--- src/hw/rtl/gpt_pkg.sv ---
// ----------------------------------------------------------------------------
// General purpose timer package
// Shared constants, codes, types and the byte-lane merge helper for the
// three channel match timer.
// ----------------------------------------------------------------------------
package gpt_pkg;

  // Number of timers that exist (1 to 3) and the counter width (8 to 32).
  localparam int TIMER_COUNT = 3;
  localparam int COUNT_WIDTH = 32;

  // The register map always reserves room for three timers.
  localparam int MAX_TIMERS  = 3;
  localparam int STATUS_W    = 3 * MAX_TIMERS;
  localparam int CTRL_W      = 12;

  localparam logic [31:0] REVISION_WORD = 32'h0001_0801;

  // Word addresses above the timer banks.
  localparam logic [3:0] REG_CONTROL  = 4'hC;
  localparam logic [3:0] REG_STATUS   = 4'hD;
  localparam logic [3:0] REG_MASK     = 4'hE;
  localparam logic [3:0] REG_REVISION = 4'hF;

  // Register inside one timer bank.
  localparam logic [1:0] SUB_COUNT  = 2'd0;
  localparam logic [1:0] SUB_RELOAD = 2'd1;
  localparam logic [1:0] SUB_MATCH0 = 2'd2;
  localparam logic [1:0] SUB_MATCH1 = 2'd3;

  typedef enum logic [1:0] {
    KIND_TICK  = 2'd0,
    KIND_READ  = 2'd1,
    KIND_WRITE = 2'd2
  } kind_t;

  // Control bundle from the top level to one timer channel.
  typedef struct packed {
    logic       tick;
    logic       up;
    logic       wr;
    logic [1:0] sub;
    logic [1:0] lane;
    logic [7:0] wr_byte;
  } chan_ctl_t;

  // Replaces one byte lane of a 32-bit word.
  function automatic logic [31:0] merge_byte(input logic [31:0] old_word,
                                             input logic [1:0]  lane,
                                             input logic [7:0]  data);
    logic [31:0] lane_mask;
    lane_mask = 32'h0000_00FF << {lane, 3'b000};
    return (old_word & ~lane_mask) | (32'(data) << {lane, 3'b000});
  endfunction

endpackage

--- src/hw/rtl/gpt_channel.sv ---
// ----------------------------------------------------------------------------
// Timer channel
// One counter with its reload and two match registers, byte-wide write
// access and the compare, reload and step logic of one tick.
// ----------------------------------------------------------------------------
module gpt_channel import gpt_pkg::*; (
  input  logic        clk,
  input  logic        rst_n,
  input  chan_ctl_t   ctl_i,
  output logic [2:0]  ev_o,
  output logic [31:0] rd_word_o
);

  logic [COUNT_WIDTH-1:0] count_r, count_nxt;
  logic [COUNT_WIDTH-1:0] reload_r, reload_nxt;
  logic [COUNT_WIDTH-1:0] match0_r, match0_nxt;
  logic [COUNT_WIDTH-1:0] match1_r, match1_nxt;
  logic [COUNT_WIDTH-1:0] term_val;
  logic [COUNT_WIDTH-1:0] old_val;
  logic [31:0]            merged;
  logic                   at_term;

  assign term_val = ctl_i.up ? {COUNT_WIDTH{1'b1}} : {COUNT_WIDTH{1'b0}};
  assign at_term  = (count_r == term_val);

  // Events are reported as seen before the counter moves.
  assign ev_o = ctl_i.tick ? {at_term, count_r == match1_r, count_r == match0_r} : 3'b000;

  always_comb begin
    case (ctl_i.sub)
      SUB_COUNT:  old_val = count_r;
      SUB_RELOAD: old_val = reload_r;
      SUB_MATCH0: old_val = match0_r;
      SUB_MATCH1: old_val = match1_r;
      default:    old_val = count_r;
    endcase
  end

  assign merged    = merge_byte(32'(old_val), ctl_i.lane, ctl_i.wr_byte);
  assign rd_word_o = 32'(old_val);

  always_comb begin
    count_nxt  = count_r;
    reload_nxt = reload_r;
    match0_nxt = match0_r;
    match1_nxt = match1_r;
    if (ctl_i.tick) begin
      if (at_term) begin
        count_nxt = reload_r;
      end else if (ctl_i.up) begin
        count_nxt = count_r + 1'b1;
      end else begin
        count_nxt = count_r - 1'b1;
      end
    end
    if (ctl_i.wr) begin
      case (ctl_i.sub)
        SUB_COUNT:  count_nxt  = merged[COUNT_WIDTH-1:0];
        SUB_RELOAD: reload_nxt = merged[COUNT_WIDTH-1:0];
        SUB_MATCH0: match0_nxt = merged[COUNT_WIDTH-1:0];
        SUB_MATCH1: match1_nxt = merged[COUNT_WIDTH-1:0];
        default:    count_nxt  = count_r;
      endcase
    end
  end

  always_ff @(posedge clk) begin
    if (!rst_n) begin
      count_r  <= '0;
      reload_r <= '0;
      match0_r <= '0;
      match1_r <= '0;
    end else begin
      count_r  <= count_nxt;
      reload_r <= reload_nxt;
      match0_r <= match0_nxt;
      match1_r <= match1_nxt;
    end
  end

endmodule

--- src/hw/rtl/general_purpose_timer_block_unit.sv ---
// ----------------------------------------------------------------------------
// General purpose timer block
// Three match timers behind a byte-wide register bus; every item is a clock
// tick, a bus read or a bus write, and each gives one result word.
// ----------------------------------------------------------------------------
// A result word is loaded into the output register when its item is
// accepted. The block takes one item per cycle unless the output stalls;
// the input is taken whenever the output register is empty or being
// drained in the same cycle.
// Reset (rst_n low, synchronous) clears all counters, registers, status,
// the delayed status and interrupt pipelines and the output valid flag.
module general_purpose_timer_block_unit import gpt_pkg::*; (
  input  logic       clk,
  input  logic       rst_n,
  input  logic       in_valid,
  output logic       in_ready,
  input  logic [1:0] in_kind,
  input  logic [5:0] in_address,
  input  logic [7:0] in_write_data,
  input  logic       in_slow_tick,
  output logic       out_valid,
  input  logic       out_ready,
  output logic [7:0] out_read_data,
  output logic [2:0] out_timer_irq
);

  // Bus and tick decode of the word at the input.
  logic       accept;
  logic       is_tick;
  logic       is_read;
  logic       is_write;
  logic [3:0] word_sel;
  logic [1:0] lane_sel;
  logic [1:0] timer_sel;
  logic       timer_hit;

  // Architectural registers.
  logic [CTRL_W-1:0]   control_r, control_nxt;
  logic [STATUS_W-1:0] status_r, status_nxt;
  logic [31:0]         mask_r, mask_nxt;

  // Events travel two ticks before they become visible in the status
  // register: stage one holds the events of the last tick, stage zero the
  // ones that land on the next tick. Interrupt pulses follow through three
  // more stages into the held interrupt line.
  logic [STATUS_W-1:0]   pst1_r, pst1_nxt;
  logic [STATUS_W-1:0]   pst0_r, pst0_nxt;
  logic [MAX_TIMERS-1:0] pirq2_r, pirq2_nxt;
  logic [MAX_TIMERS-1:0] pirq1_r, pirq1_nxt;
  logic [MAX_TIMERS-1:0] pirq0_r, pirq0_nxt;
  logic [MAX_TIMERS-1:0] irq_r, irq_nxt;

  // Output register.
  logic       out_valid_r;
  logic [7:0] out_read_data_r;
  logic [2:0] out_timer_irq_r;

  // Channel interface.
  chan_ctl_t   chan_ctl [TIMER_COUNT];
  logic [2:0]  chan_ev  [TIMER_COUNT];
  logic [31:0] chan_rd  [TIMER_COUNT];

  logic [STATUS_W-1:0] tick_ev;
  logic [STATUS_W-1:0] clr_bits;
  logic [31:0]         clr_full;
  logic [31:0]         timer_word;
  logic [31:0]         rd_word;
  logic [7:0]          rd_byte;
  logic [31:0]         ctrl_merged;
  logic [31:0]         mask_merged;

  // The output register decouples the two sides: a new item is taken while
  // the register is empty or the waiting result leaves in this same cycle.
  assign in_ready = !out_valid_r || out_ready;
  assign accept   = in_valid && in_ready;

  assign is_tick  = accept && (kind_t'(in_kind) == KIND_TICK);
  assign is_read  = accept && (kind_t'(in_kind) == KIND_READ);
  assign is_write = accept && (kind_t'(in_kind) == KIND_WRITE);

  assign word_sel  = in_address[5:2];
  assign lane_sel  = in_address[1:0];
  assign timer_sel = in_address[5:4];
  // The upper quarter of the map is the shared registers; timer banks that
  // are not built read as zero and drop writes.
  assign timer_hit = ({1'b0, timer_sel} < 3'(TIMER_COUNT));

  // One channel per timer; a timer moves on a tick only when enabled, and
  // with the slow clock selected only when the slow strobe is present.
  for (genvar i = 0; i < TIMER_COUNT; i++) begin : g_chan
    always_comb begin
      chan_ctl[i].tick    = is_tick && control_r[3*i] &&
                            (!control_r[3*i+1] || in_slow_tick);
      chan_ctl[i].up      = control_r[9+i];
      chan_ctl[i].wr      = is_write && timer_hit && (timer_sel == 2'(i));
      chan_ctl[i].sub     = in_address[3:2];
      chan_ctl[i].lane    = lane_sel;
      chan_ctl[i].wr_byte = in_write_data;
    end

    gpt_channel u_chan (
      .clk      (clk),
      .rst_n    (rst_n),
      .ctl_i    (chan_ctl[i]),
      .ev_o     (chan_ev[i]),
      .rd_word_o(chan_rd[i])
    );
  end

  // Collect the tick events into the status layout. The overflow bit is
  // only raised when that timer's overflow status enable is set.
  always_comb begin
    tick_ev    = '0;
    timer_word = '0;
    for (int i = 0; i < TIMER_COUNT; i++) begin
      tick_ev[3*i +: 3] = {chan_ev[i][2] && control_r[3*i+2], chan_ev[i][1:0]};
      if (timer_sel == 2'(i)) begin
        timer_word = chan_rd[i];
      end
    end
  end

  // Read path.
  always_comb begin
    if (timer_hit) begin
      rd_word = timer_word;
    end else begin
      case (word_sel)
        REG_CONTROL:  rd_word = 32'(control_r);
        REG_STATUS:   rd_word = 32'(status_r);
        REG_MASK:     rd_word = mask_r;
        REG_REVISION: rd_word = REVISION_WORD;
        default:      rd_word = '0;
      endcase
    end
  end

  assign rd_byte = is_read ? rd_word[{lane_sel, 3'b000} +: 8] : 8'h00;

  assign ctrl_merged = merge_byte(32'(control_r), lane_sel, in_write_data);
  assign mask_merged = merge_byte(mask_r, lane_sel, in_write_data);
  assign clr_full    = 32'(in_write_data) << {lane_sel, 3'b000};
  assign clr_bits    = clr_full[STATUS_W-1:0];

  // Next state of the shared registers and the event pipelines.
  always_comb begin
    control_nxt = control_r;
    status_nxt  = status_r;
    mask_nxt    = mask_r;
    pst1_nxt    = pst1_r;
    pst0_nxt    = pst0_r;
    pirq2_nxt   = pirq2_r;
    pirq1_nxt   = pirq1_r;
    pirq0_nxt   = pirq0_r;
    irq_nxt     = irq_r;

    if (is_tick) begin
      status_nxt = status_r | pst0_r;
      irq_nxt    = pirq0_r;
      pirq0_nxt  = pirq1_r;
      pirq1_nxt  = pirq2_r;
      // A timer's interrupt starts when any of its events leaves stage one.
      for (int i = 0; i < MAX_TIMERS; i++) begin
        pirq2_nxt[i] = |pst1_r[3*i +: 3];
      end
      pst0_nxt = pst1_r;
      pst1_nxt = tick_ev;
    end

    if (is_write && !timer_hit) begin
      case (word_sel)
        REG_CONTROL: control_nxt = ctrl_merged[CTRL_W-1:0];
        REG_STATUS: begin
          // Write one to clear, which also cancels events about to land.
          status_nxt = status_r & ~clr_bits;
          pst0_nxt   = pst0_r & ~clr_bits;
        end
        REG_MASK:    mask_nxt = mask_merged;
        default:     control_nxt = control_r;
      endcase
    end
  end

  always_ff @(posedge clk) begin
    if (!rst_n) begin
      control_r <= '0;
      status_r  <= '0;
      mask_r    <= '0;
      pst1_r    <= '0;
      pst0_r    <= '0;
      pirq2_r   <= '0;
      pirq1_r   <= '0;
      pirq0_r   <= '0;
      irq_r     <= '0;
    end else begin
      control_r <= control_nxt;
      status_r  <= status_nxt;
      mask_r    <= mask_nxt;
      pst1_r    <= pst1_nxt;
      pst0_r    <= pst0_nxt;
      pirq2_r   <= pirq2_nxt;
      pirq1_r   <= pirq1_nxt;
      pirq0_r   <= pirq0_nxt;
      irq_r     <= irq_nxt;
    end
  end

  // Result register: loads on every accepted item, empties when taken.
  always_ff @(posedge clk) begin
    if (!rst_n) begin
      out_valid_r <= 1'b0;
    end else if (accept) begin
      out_valid_r <= 1'b1;
    end else if (out_ready) begin
      out_valid_r <= 1'b0;
    end
  end

  always_ff @(posedge clk) begin
    if (accept) begin
      out_read_data_r <= rd_byte;
      out_timer_irq_r <= irq_nxt;
    end
  end

  assign out_valid     = out_valid_r;
  assign out_read_data = out_read_data_r;
  assign out_timer_irq = out_timer_irq_r;

endmodule

--- config.mk ---
export PLATFORM = sky130hd
export DESIGN_NAME = general_purpose_timer_block_unit
export DESIGN_NICKNAME = d
export VERILOG_FILES = /design/src/hw/rtl/gpt_pkg.sv /design/src/hw/rtl/gpt_channel.sv /design/src/hw/rtl/general_purpose_timer_block_unit.sv
export SDC_FILE = /design/constraint.sdc
export NUM_CORES = 2
export LEC_CHECK = 0
export BUFFER_PORTS_ARGS = -buffer_cell sky130_fd_sc_hd__buf_2
export CAP_MARGIN = 20
export CORE_MARGIN = 3
export CORE_UTILIZATION = 50
export CTS_CLUSTER_SIZE = 40
export DETAILED_ROUTE_END_ITERATION = 6
export PLACE_DENSITY = 0.69
export SYNTH_ARGS = -nofsm -noshare
export SYNTH_HDL_FRONTEND = slang
export SYNTH_SLANG_ARGS = --single-unit
--- constraint.sdc ---
create_clock -name clk -period 5.1 [get_ports clk]
set_clock_uncertainty 0.1 [all_clocks]
set_input_delay 1.53 -clock clk [delete_from_list [all_inputs] [get_ports clk]]
set_output_delay 1.53 -clock clk [all_outputs]
set_load 0.05 [all_outputs]
==> metrics.cfg <==
[critical_path]
worstSetupEndpointType = register
cp-start-kind = register
slowest_stage = inv_1
reg2reg_depth = 11
crit_fanout = 18
path_cells = inv_1, ha_1, a2111oi_0, o21ai_1, a41oi_1, o211ai_1, a21oi_1, o21ai_0, a221oi_1, mux2i_1, a41oi_1
crit_family = compound AO/OA/AOI/OAI gates
cp_common_cell = a41oi_1
max_stage_delay_ps = 560
worst_r2r_endpoint = g_chan[0].u_chan.count_r[29]
reg2reg_from = control_r[9]
cp.arrival_ps = 4450
crit_required_ps = 5440
path_class = reg2reg
reg2reg_slack_ps = 990
crit_buf_inv = 1

[sta]
worstMarginPinSlew_ps = 1110
rsz0062_at_grt = no
period_minus_slack_ps = 4110
fin_setup_tns_ps = 0
setup_slack_ps = 988
fmax_mhz = 243
drv_slew = 0
fin_crit_sh = 0.806
slew_headroom = 0.259
setup_viol = 0
hold_viol = 0

[run_status]
violations = design-rule violations
status = finished with violations

[detailed_routing]
dr.pass1.iters = 7
drc = 1
avgViaCountPerCell = 6.65
avgRoutedWirePerCell_um = 24.9
drt-total-wl_um = 107000
ant_nets = 0
routed-via-count = 28400
drtIter0Drc = 3661

[yosys]
synth-seq-cells = 479
synthDistinctLibCells = 84
synth_fp_nets = 3652
syn_area_um2 = 30500
ys.flop_type = dfxtp_1
synth_edf_count = 11
yosysSeqAreaShare = 0.318
syn_inst = 3538
avgSynthCellArea_um2 = 8.62
synth_async_sr_flop_share = 0
ys_warn_count = 0

[global_routing]
use_met1 = 0.444
grt_max_degree = 86
met2_usage = 0.501
grt_pass1_wl_um = 161000
gr-total-overflow = 0
grt_pass1_vias = 25900
grt_usage = 0.325
use_met3 = 0.0418
antenna_found_initial = 1
grt.busiest_layer = met2

[min_path]
whs_path_depth = 2
hold_path.startpoint = pirq1_r[2]
min_to = pirq1_r[2]
hold_path_class = reg2reg

[layout]
drive_gt1_frac = 0.107
final_util = 0.556
area_growth_syn_to_layout_pct = 8.75
final_cells = 4274
nets = 3571
fillers = 5453

[placed_design]
io_buffers = 33
placedCellCount = 4176
hpwl_um = 78600
dp_slack_ps = 831
place_congestion = 1.02

[clock_tree]
ctsResizeCount = 0
clkTransAtPathRegs_ps = 60
root_buffer = clkbuf_16
post_cts_buffers = 0
hold_buffers = 0
cts.htree.levels = 2
clk-insertion-delay-late_ps = 620
cts_buffers = 52
cts_sinks = 479
clockBufferDepth = 3
cts_tree = done

[floorplanning]
core_area_um2 = 59700
die_w_um = 253
io_pins = 34
core.rowCount = 89
die_area_um2 = 64000
initial_utilization = 0.511
fp.dieH_um = 253

[power_and_ir_drop]
p_sw_mw = 2.21
power_mw = 8.52
comb_power_share = 0.091
switching_share = 0.260
sequentialPowerShare = 0.447
p_clk_frac = 0.463
powerDensity_nw_per_um2 = 257
p_int_mw = 6.31
vdd_drop_max_mv = 0.240
p_leak_nw = 15.1

[job]
maxCapViolCount = 0

==> synthesized netlist by cell type (all sizes together) (7+ instances only) <==
| master | number | area [µm²] |
|---|---|---|
| o311ai | 14 | 123 |
| a21boi | 55 | 413 |
| clkbuf | 191 | 767 |
| xnor2 | 230 | 2010 |
| o21bai | 10 | 75.1 |
| o21a | 32 | 240 |
| a31oi | 18 | 113 |
| a21o | 43 | 324 |
| nand3 | 54 | 275 |
| and2 | 52 | 327 |
| o2111ai | 7 | 61.3 |
| o21ai | 142 | 711 |
| inv | 31 | 116 |
| a221oi | 10 | 87.6 |
| ha | 90 | 1130 |
| nor4 | 23 | 150 |
| and3 | 44 | 282 |
| or3 | 12 | 75.1 |
| a211oi | 69 | 518 |
| o211ai | 52 | 390 |
| dfxtp | 468 | 9370 |
| mux4 | 103 | 2320 |
| edfxtp | 11 | 330 |
| o211a | 259 | 2590 |
| nor2 | 226 | 848 |
| a21oi | 243 | 1220 |
| a311oi | 13 | 114 |
| xor2 | 25 | 219 |
| o31ai | 8 | 60.1 |
| buf | 68 | 345 |
| or2 | 12 | 75.1 |
| nor2b | 47 | 294 |
| mux2i | 55 | 551 |
| nand2b | 23 | 144 |
| nand4 | 70 | 438 |
| nor3 | 61 | 315 |
| nand2 | 554 | 2090 |
| o22ai | 18 | 119 |
| a22oi | 22 | 165 |
==> area by class of cell <==
class | count | area (µm²) | share of cell area
inverter | 31 | 116 | 0.00351
multi-input combinational | 2768 | 19600 | 0.592
sequential | 479 | 9700 | 0.292
clock inverter | 24 | 223 | 0.00672
tap | 773 | 967 | 0.0292
antenna | 1 | 2.50 | 0.0000755
timing repair buffer | 125 | 966 | 0.0291
clock buffer | 73 | 1560 | 0.0471
==> layer usage <==
metal	wire length [µm]	part of all wire
met5	13	0.00012
met4	6610	0.062
met3	9710	0.091
met2	47000	0.44
met1	43200	0.41
==> metrics by stage <==
stage | cell area [µm²] | hold slack (ps)
final | 33200 | 361
after floorplan | 30500 | 337
after global routing | 33200 | 380
after CTS | 33200 | 363
after global placement | 31400 | 347
after detailed placement | 31400 | 355
==> tightest hold or removal path, stage by stage (launching register included) <==
cell and delay [ps]:
dfxtp_1 310, nand2_1 40, a21boi_0 60
==> registers in the layout, indices dropped and copies added (netlist names) <==
register	flops
control_r	12
g_chan.u_chan.count_r	96
g_chan.u_chan.match0_r	96
g_chan.u_chan.match1_r	96
g_chan.u_chan.reload_r	96
irq_r	3
mask_r	32
out_read_data	8
out_timer_irq	3
out_valid	1
pirq0_r	3
pirq1_r	3
pirq2_r	3
pst0_r	9
pst1_r	9
status_r	9
==> placed cells by master, fill, tap and decap left out, types with 54 or more instances in the layout <==
cell type	n
a21oi_1	242
dfxtp_1	468
mux4_2	103
buf_4	85
o21ai_0	138
a211oi_1	69
nor2_1	220
mux2i_1	55
nor3_1	55
ha_1	90
nand2_1	552
o211a_1	259
a21boi_0	54
nand4_1	70
xnor2_1	230
==> logic make-up (layout without fill, tap and decap cells) <==
group	count (synthesis)	after routing	synth area share
muxes	163	163	0.0960
other	0	1	0
xor gates and xnor gates	255	255	0.0732
buffers and inverters	291	253	0.0407
DFF	479	479	0.318
adders and majority gates	93	93	0.0389
AOI/OAI and AO/OA	1064	1064	0.255
and+or+nand+nor	1193	1193	0.178
==> how the worst max path moves through the flow <==
stage	slack (ps)	cells after the start	endpoint	startpoint
after floorplan	990	10	g_chan[0].u_chan.count_r[15]	out_ready
after detailed placement	830	7	out_read_data[6]	in_address[3]
after CTS	1060	11	g_chan[0].u_chan.count_r[29]	control_r[9]
after global placement	830	7	out_read_data[6]	in_address[3]
after global routing	720	12	g_chan[0].u_chan.count_r[28]	control_r[9]
final	990	11	g_chan[0].u_chan.count_r[29]	control_r[9]
==> power groups by stage <==
stage          combinational, mW  sequential, mW  clock, mW
3_3_place_gp               0.748            3.89          0
3_5_place_dp               0.749            3.89          0
2_1_floorplan              0.487            3.89          0
6_report                   0.773            3.81       3.94
5_1_grt                    0.810            3.81       4.08
4_1_cts                    0.752            3.81       3.95
(Power assumes the default switching activity.)
